File: src/design/psg_sdw_pkg.sv
// Package for the register shadow and delta writer: shared types, codes and
// the emit slot tables. No dependencies.
`default_nettype none

package psg_sdw_pkg;

  localparam int unsigned NUM_REGS  = 8;
  localparam int unsigned REG_W     = 10;
  localparam int unsigned IDX_W     = 3;
  localparam int unsigned NUM_SLOTS = 12;
  localparam int unsigned SLOT_W    = 4;

  typedef enum logic [1:0] {
    KIND_WRITE  = 2'd0,
    KIND_STEREO = 2'd1,
    KIND_EMIT   = 2'd2
  } kind_e;

  typedef enum logic {
    ST_IDLE = 1'b0,
    ST_RUN  = 1'b1
  } state_e;

  // Slot 0 is the stereo byte; the others carry a register's first or second byte.
  localparam logic [IDX_W-1:0] SLOT_REG [NUM_SLOTS] = '{
    3'd0, 3'd0, 3'd0, 3'd1, 3'd2, 3'd2, 3'd3, 3'd4, 3'd4, 3'd5, 3'd6, 3'd7
  };
  localparam logic SLOT_HI [NUM_SLOTS] = '{
    1'b0, 1'b0, 1'b1, 1'b0, 1'b0, 1'b1, 1'b0, 1'b0, 1'b1, 1'b0, 1'b0, 1'b0
  };
  localparam logic [SLOT_W-1:0] SLOT_STEREO = 4'd0;

  typedef struct packed {
    logic do_write;
    logic do_stereo;
    logic do_start;
    logic do_load;
  } ctrl_cmd_t;

  typedef struct packed {
    logic any_sel;
    logic last_slot;
  } dp_status_t;

endpackage

`default_nettype wire

File: src/design/psg_register_shadow_delta_writer.sv
// Register shadow and delta writer, top level: joins controller and datapath.
// An emit item loads the pending slot mask; the run then puts its bytes (up to twelve) in
// the output register one byte per cycle while the consumer takes them. Throughput: one
// write item per cycle; during an emit run the input is not ready until the last byte
// is loaded. An emit with no changed register starts no run.
// Reset (rst_ni, asynchronous, active low) clears the shadow, the emitted copy and control.
`default_nettype none

module psg_register_shadow_delta_writer
  import psg_sdw_pkg::*;
(
  input  wire logic       clk_i,
  input  wire logic       rst_ni,
  input  wire logic       in_valid_i,
  output logic            in_ready_o,
  input  wire logic [1:0] kind_i,
  input  wire logic [7:0] value_i,
  input  wire logic       full_image_i,
  output logic            out_valid_o,
  input  wire logic       out_ready_i,
  output logic [7:0]      out_byte_o,
  output logic            is_stereo_o,
  output logic            last_o
);

  // The controller decodes each accepted item and sequences emit runs; the run
  // walks a mask of pending byte slots, lowest first, so no cycle is lost on
  // registers that did not change. The emitted copy is taken whole at the start
  // of a run, since registers that are not selected already match it.
  ctrl_cmd_t  cmd;
  dp_status_t status;

  psg_sdw_ctrl u_ctrl (
    .clk_i       (clk_i),
    .rst_ni      (rst_ni),
    .in_valid_i  (in_valid_i),
    .in_ready_o  (in_ready_o),
    .kind_i      (kind_i),
    .out_valid_o (out_valid_o),
    .out_ready_i (out_ready_i),
    .status_i    (status),
    .cmd_o       (cmd)
  );

  psg_sdw_datapath u_datapath (
    .clk_i        (clk_i),
    .rst_ni       (rst_ni),
    .value_i      (value_i),
    .full_image_i (full_image_i),
    .cmd_i        (cmd),
    .status_o     (status),
    .out_byte_o   (out_byte_o),
    .is_stereo_o  (is_stereo_o),
    .last_o       (last_o)
  );

endmodule

`default_nettype wire

File: src/design/psg_sdw_datapath.sv
// Datapath of the register shadow and delta writer: shadow registers, the
// emitted copy, the pending slot mask and the output payload. Uses psg_sdw_pkg.
`default_nettype none

module psg_sdw_datapath
  import psg_sdw_pkg::*;
(
  input  wire logic        clk_i,
  input  wire logic        rst_ni,
  input  wire logic [7:0]  value_i,
  input  wire logic        full_image_i,
  input  wire ctrl_cmd_t   cmd_i,
  output dp_status_t       status_o,
  output logic [7:0]       out_byte_o,
  output logic             is_stereo_o,
  output logic             last_o
);

  logic [REG_W-1:0]     reg_file_q     [NUM_REGS];
  logic [REG_W-1:0]     emitted_regs_q [NUM_REGS];
  logic [IDX_W-1:0]     latched_idx_q;
  logic [7:0]           stereo_q;
  logic [7:0]           emitted_stereo_q;
  logic [NUM_SLOTS-1:0] sel_q, sel_d;
  logic [7:0]           out_byte_q;
  logic                 out_stereo_q;
  logic                 out_last_q;

  logic [NUM_REGS-1:0]  reg_sel;
  logic                 stereo_sel;
  logic [NUM_SLOTS-1:0] pick;
  logic [NUM_SLOTS-1:0] rest;
  logic [SLOT_W-1:0]    slot;
  logic [IDX_W-1:0]     wr_idx;
  logic [IDX_W-1:0]     rd_idx;
  logic [REG_W-1:0]     rd_val;
  logic                 is_latch;
  logic                 is_tone;
  logic [7:0]           slot_byte;

  // Registers selected for the next emit run.
  always_comb begin
    for (int i = 0; i < NUM_REGS; i++) begin
      reg_sel[i] = full_image_i || (reg_file_q[i] != emitted_regs_q[i]);
    end
    stereo_sel = full_image_i || (stereo_q != emitted_stereo_q);
    sel_d = {reg_sel[7], reg_sel[6], reg_sel[5], reg_sel[4], reg_sel[4], reg_sel[3],
             reg_sel[2], reg_sel[2], reg_sel[1], reg_sel[0], reg_sel[0], stereo_sel};
  end

  // Lowest pending slot goes next.
  always_comb begin
    pick = sel_q & (~sel_q + NUM_SLOTS'(1));
    rest = sel_q & ~pick;
    slot = SLOT_STEREO;
    for (int i = 0; i < NUM_SLOTS; i++) begin
      if (pick[i]) begin
        slot = SLOT_W'(i);
      end
    end
  end

  assign is_latch = value_i[7];
  assign wr_idx   = is_latch ? value_i[6:4] : latched_idx_q;
  assign rd_idx   = cmd_i.do_load ? SLOT_REG[slot] : wr_idx;
  assign rd_val   = reg_file_q[rd_idx];
  assign is_tone  = !wr_idx[0] && (wr_idx != 3'd6);

  always_comb begin
    if (slot == SLOT_STEREO) begin
      slot_byte = stereo_q;
    end else if (SLOT_HI[slot]) begin
      slot_byte = {2'b00, rd_val[9:4]};
    end else begin
      slot_byte = {1'b1, rd_idx[2:1], rd_idx[0], rd_val[3:0]};
    end
  end

  assign status_o.any_sel   = |sel_d;
  assign status_o.last_slot = (rest == '0);

  always_ff @(posedge clk_i or negedge rst_ni) begin
    if (!rst_ni) begin
      for (int i = 0; i < NUM_REGS; i++) begin
        reg_file_q[i]     <= '0;
        emitted_regs_q[i] <= '0;
      end
      latched_idx_q    <= '0;
      stereo_q         <= '0;
      emitted_stereo_q <= '0;
      sel_q            <= '0;
    end else begin
      if (cmd_i.do_write) begin
        if (is_latch) begin
          latched_idx_q      <= value_i[6:4];
          reg_file_q[wr_idx] <= {rd_val[9:4], value_i[3:0]};
        end else if (is_tone) begin
          reg_file_q[wr_idx] <= {value_i[5:0], rd_val[3:0]};
        end else begin
          reg_file_q[wr_idx] <= {6'd0, value_i[3:0]};
        end
      end
      if (cmd_i.do_stereo) begin
        stereo_q <= value_i;
      end
      // Unselected registers already match, so the whole copy can be taken.
      if (cmd_i.do_start) begin
        for (int i = 0; i < NUM_REGS; i++) begin
          emitted_regs_q[i] <= reg_file_q[i];
        end
        emitted_stereo_q <= stereo_q;
        sel_q            <= sel_d;
      end else if (cmd_i.do_load) begin
        sel_q <= rest;
      end
    end
  end

  always_ff @(posedge clk_i) begin
    if (cmd_i.do_load) begin
      out_byte_q   <= slot_byte;
      out_stereo_q <= (slot == SLOT_STEREO);
      out_last_q   <= (rest == '0);
    end
  end

  assign out_byte_o  = out_byte_q;
  assign is_stereo_o = out_stereo_q;
  assign last_o      = out_last_q;

  property p_load_has_pending;
    @(posedge clk_i) disable iff (!rst_ni) cmd_i.do_load |-> (sel_q != '0);
  endproperty
  a_load_has_pending: assert property (p_load_has_pending)
    else $error("byte loaded with no pending slot");

  property p_start_takes_copy;
    @(posedge clk_i) disable iff (!rst_ni)
      cmd_i.do_start |=> (emitted_stereo_q == stereo_q);
  endproperty
  a_start_takes_copy: assert property (p_start_takes_copy)
    else $error("emitted stereo copy not updated at run start");

  property p_one_command;
    @(posedge clk_i) disable iff (!rst_ni) $onehot0(cmd_i);
  endproperty
  a_one_command: assert property (p_one_command)
    else $error("more than one datapath command in a cycle");

endmodule

`default_nettype wire

File: src/design/psg_sdw_ctrl.sv
// Controller of the register shadow and delta writer: input decode, the run
// state machine and the output valid flag. Uses psg_sdw_pkg.
`default_nettype none

module psg_sdw_ctrl
  import psg_sdw_pkg::*;
(
  input  wire logic       clk_i,
  input  wire logic       rst_ni,
  input  wire logic       in_valid_i,
  output logic            in_ready_o,
  input  wire logic [1:0] kind_i,
  output logic            out_valid_o,
  input  wire logic       out_ready_i,
  input  wire dp_status_t status_i,
  output ctrl_cmd_t       cmd_o
);

  state_e state_q, state_d;
  logic   out_valid_q, out_valid_d;
  logic   accept;
  logic   slot_free;

  assign slot_free = !out_valid_q || out_ready_i;
  assign accept    = in_valid_i && (state_q == ST_IDLE);

  always_comb begin
    state_d    = state_q;
    cmd_o      = '0;
    in_ready_o = 1'b0;
    unique case (state_q)
      ST_IDLE: begin
        in_ready_o = 1'b1;
        if (accept) begin
          unique case (kind_i)
            KIND_WRITE:  cmd_o.do_write  = 1'b1;
            KIND_STEREO: cmd_o.do_stereo = 1'b1;
            KIND_EMIT: begin
              cmd_o.do_start = 1'b1;
              if (status_i.any_sel) begin
                state_d = ST_RUN;
              end
            end
            default: ;
          endcase
        end
      end
      ST_RUN: begin
        if (slot_free) begin
          cmd_o.do_load = 1'b1;
          if (status_i.last_slot) begin
            state_d = ST_IDLE;
          end
        end
      end
      default: state_d = ST_IDLE;
    endcase
  end

  always_comb begin
    if (cmd_o.do_load) begin
      out_valid_d = 1'b1;
    end else if (out_ready_i) begin
      out_valid_d = 1'b0;
    end else begin
      out_valid_d = out_valid_q;
    end
  end

  always_ff @(posedge clk_i or negedge rst_ni) begin
    if (!rst_ni) begin
      state_q     <= ST_IDLE;
      out_valid_q <= 1'b0;
    end else begin
      state_q     <= state_d;
      out_valid_q <= out_valid_d;
    end
  end

  assign out_valid_o = out_valid_q;

  property p_load_when_free;
    @(posedge clk_i) disable iff (!rst_ni) cmd_o.do_load |-> slot_free;
  endproperty
  a_load_when_free: assert property (p_load_when_free)
    else $error("output register overwritten while full");

  property p_start_enters_run;
    @(posedge clk_i) disable iff (!rst_ni)
      (cmd_o.do_start && status_i.any_sel) |=> (state_q == ST_RUN);
  endproperty
  a_start_enters_run: assert property (p_start_enters_run)
    else $error("emit with changes did not start a run");

  property p_stall_holds_run;
    @(posedge clk_i) disable iff (!rst_ni)
      (state_q == ST_RUN && !slot_free) |=> (state_q == ST_RUN);
  endproperty
  a_stall_holds_run: assert property (p_stall_holds_run)
    else $error("run left while output stalled");

endmodule

`default_nettype wire
File: config.mk
export PLATFORM = sky130hd
export DESIGN_NAME = psg_register_shadow_delta_writer
export DESIGN_NICKNAME = d
export VERILOG_FILES = /design/src/design/psg_sdw_pkg.sv /design/src/design/psg_register_shadow_delta_writer.sv /design/src/design/psg_sdw_datapath.sv /design/src/design/psg_sdw_ctrl.sv
export SDC_FILE = /design/constraint.sdc
export NUM_CORES = 1
export LEC_CHECK = 0
export ABC_CLOCK_PERIOD_IN_PS = 5300
export BUFFER_PORTS_ARGS = -buffer_cell sky130_fd_sc_hd__buf_2
export CAP_MARGIN = 20
export CORE_ASPECT_RATIO = 1.4
export CORE_MARGIN = 5
export CORE_UTILIZATION = 35
export CTS_CLUSTER_DIAMETER = 50
export DETAILED_ROUTE_END_ITERATION = 12
export GPL_TIMING_DRIVEN = 0
export HOLD_SLACK_MARGIN = 0.1
export SLEW_MARGIN = 20
export SYNTH_ARGS = -nofsm -noshare
export SYNTH_HDL_FRONTEND = slang
export SYNTH_HIERARCHICAL = 1
export SYNTH_SLANG_ARGS = --single-unit
File: constraint.sdc
create_clock -name clk_i -period 5.3 [get_ports clk_i]
set_input_delay 0.795 -clock clk_i [delete_from_list [all_inputs] [get_ports clk_i]]
set_output_delay 0.795 -clock clk_i [all_outputs]
set_load 0.01 [all_outputs]
# == After elaboration in Yosys (flattened, before gate mapping) ==
# Memory sizes are Yosys's and may differ from the RTL's.
# Index checks and enable logic that the tools add are counted.
# classes
addsub,1
n_lt_le_gt_ge,4
n_eq_ne,12
muxes,47
bitwise,8
reduce_logical,21
# ops
operator,n
bitwise mux 80 bit,3
two-way mux 80 bit,2
inequality test 10 bit,8
binary-select mux 10 bit (select 3 bit),1
demux 10 bit (select 3 bit),1
two-way mux 10 bit,3
two-way mux 3 bit,10
AND 12 bit,2
two-way mux 12 bit,2
NOT 12 bit,2
two-way mux 1 bit,16
two-way mux 4 bit,4
two-way mux 8 bit,2
"adder 12 x 1 -> 12 bit, second input constant",1
zero test 12 bit,1
logical OR 1 bit,10
OR reduction 9 bit,1
">= comparator 4 bit, second input constant",2
inequality test 8 bit,1
NOT 3 -> 4 bit,2
">= comparator 5 bit, second input constant",1
NOT 4 -> 5 bit,1
zero test 4 bit,1
"less-than comparator 4 x 1 -> 1 bit, second input constant",1
other kinds (10),15
# totals
ff_bits,203
rom_bits,64
input_bits,15
output_inout_bits,12
word_cells,120
memories,2
# mem_list
memory,depth,width,rd,rd_ports_with_merged_regs,write_ports,line_no,text
(name not given),16,3,1,0,0,psg_sdw_datapath.sv:65,assign rd_idx = cmd_i.do_load ? SLOT_REG[slot] : wr_idx;
(name not given),16,1,1,0,0,psg_sdw_datapath.sv:72,end else if (SLOT_HI[slot]) begin

# == Longest topological paths before layout ==
# logic_depth
ltp_word,26
mapped_depth,12
ltp_nobuf,9

# == Modules after synthesis ==
# The synthesis kept the hierarchy.
# modules_own_cells
module,instances,cells_each,area_per_inst_um2
psg_sdw_datapath,1,933,9978.3
psg_sdw_ctrl,1,12,128.9

# == Worst setup path before layout ==
# OpenSTA, ideal clock, no wires.
# synth_timing
path_kind,input -> register
start,input out_ready_i
end,"register u_datapath.out_byte_q[0] (netlist: u_datapath/out_byte_o[0]), data pin"
setup_ns,0.270
arrival_ns,2.822
required_time_ns,5.030
setup_slack_ns,2.209
stages,10
path_buffers,3
cell_sequence,nand2b_1 and2_2 buf_4 clkbuf_1 a21oi_1 nor4b_4 buf_6 mux2_4 a22oi_1 o31ai_1
# synth_lines
element,line_no,text
"start, declared",psg_register_shadow_delta_writer.sv:20,"input wire logic out_ready_i,"
"end signal, assigned",psg_sdw_datapath.sv:121,out_byte_q <= slot_byte;
"end, declared",psg_sdw_datapath.sv:25,logic [7:0] out_byte_q;

# == Final worst setup path ==
# layout_timing
start,register u_datapath.sel_q[2]
end,"register u_datapath.out_byte_q[1] (netlist: u_datapath/out_byte_o[1]), data pin"
# layout_between
elab_chain_cells,24
word_cells_on_any_way,28
# layout_rtl
element,line_no,text
"start, declared",psg_sdw_datapath.sv:24,"logic [NUM_SLOTS-1:0] sel_q, sel_d;"
"start signal, assigned",psg_sdw_datapath.sv:112,sel_q <= sel_d;
"start signal, assigned",psg_sdw_datapath.sv:114,sel_q <= rest;
NOT 12 bit,psg_sdw_datapath.sv:53,pick = sel_q & (~sel_q + NUM_SLOTS'(1));
adder 12 x 1 -> 12 bit,psg_sdw_datapath.sv:53,
AND 12 bit (*),psg_sdw_datapath.sv:53,
two-way mux 2 bit (2 in series),psg_sdw_datapath.sv:57,if (pick[i]) begin
two-way mux 3 bit (4 in series),psg_sdw_datapath.sv:57,
two-way mux 4 bit (3 in series),psg_sdw_datapath.sv:57,
two-way mux 4 bit (*),psg_sdw_datapath.sv:57,
NOT 4 -> 5 bit (implied by the code),"psg_sdw_datapath.sv:65, psg_sdw_datapath.sv:72",
memory (16 x 3 bit),n/a,
two-way mux 3 bit (implied by the code) (2 in series),psg_sdw_datapath.sv:65,
two-way mux 3 bit,psg_sdw_datapath.sv:65,
NOT 3 -> 4 bit (implied by the code),psg_sdw_datapath.sv:66,assign rd_val = reg_file_q[rd_idx];
binary-select mux 10 bit (select 3 bit),psg_sdw_datapath.sv:66,
two-way mux 10 bit (implied by the code) (2 in series),psg_sdw_datapath.sv:66,
two-way mux 8 bit,psg_sdw_datapath.sv:72,
two-way mux 8 bit (*),psg_sdw_datapath.sv:70,if (slot == SLOT_STEREO) begin
named net u_datapath.slot_byte[1],psg_sdw_datapath.sv:39,logic [7:0] slot_byte;
# Mark *: on every way through the listed nets, which the timed path passes. The rest lies on a longest branch. The select of a mux whose other input is x is not followed.
# A chain may end at the register's enable or synchronous reset.

==> results.tsv <==
stage	metric	value	unit
run_status	run status	complete, no violations	
clocking	root buffer cell	clkbuf_16	
clocking	Sink Count	203	
sta	fmax	253	MHz
die	Die Area	32400	sq um
sta	Max Transition Viols Final	0	
finish	P&R area growth vs syn	14.1	%
yosys	main area contributors after synthesis	dfrtp_1 (48%), mux2_2 (11%), xor2_1 (7.0%), nand2_1 (4.3%), edfxtp_1 (3.0%)	
finish	Final nets	1010	
place	dpl hpwl	21400	um
die	initial core utilization	35.5	%
clocking	Longest Clk Path Bufs	3	
route	Routed WL	29000	um
setup_path	CP startpoint	u_datapath/sel_q[2]$_DFFE_PN0P_	
finish	design area	11500	sq um
yosys	share of the synthesized area in the top cell type	47.8	%
yosys	ys async rst share	95.1	%
setup_path	CP max stage cell	o21ai_1	
power	sequential power share	35.7	%
hold_path	Hold WC Path Type	in2async	
setup_path	CP Class	reg2reg	
die	chip height	211	um
setup_path	Worst EP required	5.57	ns
sta	Final WS setup	1.34	ns
setup_path	critical path launch point type	flop	
route	via count	7489	
clocking	H-tree depth	1	
sta	worst-margin pin slew	1.10	ns
route	Routed WL per cell	20.9	um
power	Clk pwr share	19.8	%
sta	final hold violation count	0	
power	P_int	4640	uW
place	dpl ws	1.23	ns
power	power consumption	8050	uW
route	Vias per Instance	5.41	
setup_path	Worst path max stage delay	0.78	ns
clocking	number of CTS-inserted buffers	23	
yosys	Mapped Area	10100	sq um
setup_path	critical path arrival	4.23	ns
die	Ports	27	
power	switching portion of total power	42.4	%
place	Port Buffer Count	23	
clocking	CTS Hold Bufs	0	
sta	Final min period	3.96	ns
sta	post-route clock period utilization	74.7	%
power	Net Sw Power	3410	uW
clocking	CTS tree	yes	
setup_path	delay-heaviest family, CP	simple AND/OR/NAND/NOR gates	
sta	final setup vio count	0	
grt	first-pass GRT wire length	45100	um
setup_path	worst path cell trace	buf_6 > nor4_1 > nand2_1 > o21ai_1 > buf_2 > nor2_1 > nor3_1 > mux2_4 > a22oi_1 > o31ai_1	
yosys	Synth Instances	945	
route	DRC	0	
yosys	Synth area leader	dfrtp_1	
grt	antenna violations before repair	0	
finish	Reg area	5130	sq um
power	leakage power	0.00542	uW
place	Placed Area	10800	sq um
yosys	EDFF count, synth	10	
grt	largest net degree at the start of global routing	98	
finish	commonest cells after routing, fill and taps aside	dfrtp_1 (193), nand2_1 (116), mux2_2 (103)	
die	chip width	154	um
route	initial DRC count	516	
clocking	PostCTS Resize Cnt	0	
die	# rows	73	
setup_path	CP endpoint kind	flop	
yosys	Distinct cells, synth	61	
route	antenna-violating nets left	0	
yosys	flops & latches, synth	203	
clocking	postcts setup bufs	0	
setup_path	Buf/Inv on CP	2	
finish	Inserted Diodes	0	
setup_path	reg2reg start	u_datapath/sel_q[2]$_DFFE_PN0P_	
sta	setup TNS	0	ns
yosys	Synth Area per Inst	10.7	sq um
yosys	sequential share of the synthesized area	50.8	%
finish	layout cells sized above 1	20.0	%
setup_path	critical path peak fanout	10	
sta	hold slack	0.319	ns
power	Logic pwr share	44.5	%
clocking	worst skew pair latency	0.51	ns
clocking	CTS clock-pin slew for the worst setup and hold paths	0.06	ns
sta	RSZ-0062 raised after global routing	no	
yosys	Post-synth top flop	dfrtp_1	
grt	Total GRT Usage	17.8	%
route	first-pass iteration count of the detailed router	5	
grt	vias in the first global route	7616	
power	maximum vdd drop	0.316	mV
yosys	Syn Nets	960	
yosys	Ys Warns	6	
die	Core Area	28500	sq um
job	maxcap violations	0	
finish	most common cell after layout, fill and taps aside	dfrtp_1	
sta	relative slew slack	25.8	%
power	PD cells	698	nW/um^2
finish	multi-input logic area	4730	sq um
grt	Congestion Overflow GR	0	
finish	Layout fillers	2844	
sta	skew final	0.0183	ns
place	gpl congestion	0.919	
[worst reg2reg max path, cell delays in order (launching register included)]
cell and delay (ns):
dfrtp_1 0.37, buf_6 0.13, nor4_1 0.68, nand2_1 0.34
o21ai_1 0.78, buf_2 0.41, nor2_1 0.14, nor3_1 0.31
mux2_4 0.29, a22oi_1 0.09, o31ai_1 0.17
[cells in the mapped netlist, types with 5 or more instances]
cell type  number
mux2i_1         5
and2_1          5
nor2b_1         6
nand2_1       116
o21ai_1        13
mux2_2        103
o22ai_1        25
xor2_1         81
nand3_1        21
dfrtp_1       193
xnor2_1         7
clkbuf_1       41
edfxtp_1       10
a32oi_1         6
nor4_1         19
inv_1          11
nand2b_1        7
or3_1           6
nand3b_1       10
nor3_1         27
nor2_1         51
o31ai_1        23
o21ai_0        49
a21oi_1        34
[logic make-up after synthesis]
group | after synthesis | share of synthesized area, %
compound gates | 185 | 11.9
mux | 112 | 12.6
buf+inv | 60 | 2.60
fa+ha+maj | 2 | 0.198
simple gates | 295 | 14.4
flops | 203 | 50.8
xor+xnor | 88 | 7.63
[through the flow]
stage	util [%]	instances
2_1_floorplan	-	945
3_3_place_gp	37.5	1343
3_5_place_dp	37.8	1345
4_1_cts	40.4	1385
5_1_grt	40.5	1385
6_report	40.5	1385
[power by group through the flow]
stage	clock network (uW)	registers, uW	logic (uW)
2_1_floorplan	0	2700	2440
3_3_place_gp	0	2870	3480
3_5_place_dp	0	2900	3540
4_1_cts	1630	2870	3560
5_1_grt	1700	2950	3860
6_report	1590	2870	3580
[per-layer routing]
metal / vias up / wire length (um) / track usage, %
li1: 3490 / - / -
met4: 0 / 1560 / 8.41
met5: - / 0 / 0
met2: 176 / 15200 / 32.5
met3: 75 / 1040 / 2.30
met1: 3748 / 11200 / 20.6
[worst paths after layout]
check | end | slack (ns) | cells past startpoint
max in group asynchronous | u_datapath/reg_file_q[66]$_DFFE_PN0P_ | 4.11 | 3
worst max register to register | u_datapath/out_byte_o[1]$_DFFE_PP_ | 1.34 | 10
worst min register to register | u_datapath/emitted_regs_q[16]$_DFFE_PN0P_ | 0.52 | 1
min in group clk_i | u_datapath/emitted_regs_q[16]$_DFFE_PN0P_ | 0.52 | 1
worst max-delay path | u_datapath/out_byte_o[1]$_DFFE_PP_ | 1.34 | 10
worst min-delay path | u_datapath/emitted_regs_q[29]$_DFFE_PN0P_ | 0.32 | 2
[layout make-up]
type | count | area share, %
Timing Repair Buffer | 25 | 1.56
Multi-Input combinational cell | 682 | 41.0
Clock inverter | 9 | 0.998
Inverter | 11 | 0.358
Tap cell | 375 | 4.07
Clock buffer | 31 | 5.60
Buffer | 49 | 1.92
Sequential cell | 203 | 44.5
[state kept, by name (all words and copies together) (netlist names)]
register	flops
u_datapath/emitted_regs_q	80
u_datapath/reg_file_q	80
u_datapath/sel_q	12
u_datapath/emitted_stereo_q	8
u_datapath/out_byte_o	8
u_datapath/stereo_q	8
u_datapath/latched_idx_q	3
u_ctrl/out_valid_o	1
u_ctrl/state_q	1
u_datapath/is_stereo_o	1
u_datapath/last_o	1
(Power assumes the default switching activity.)
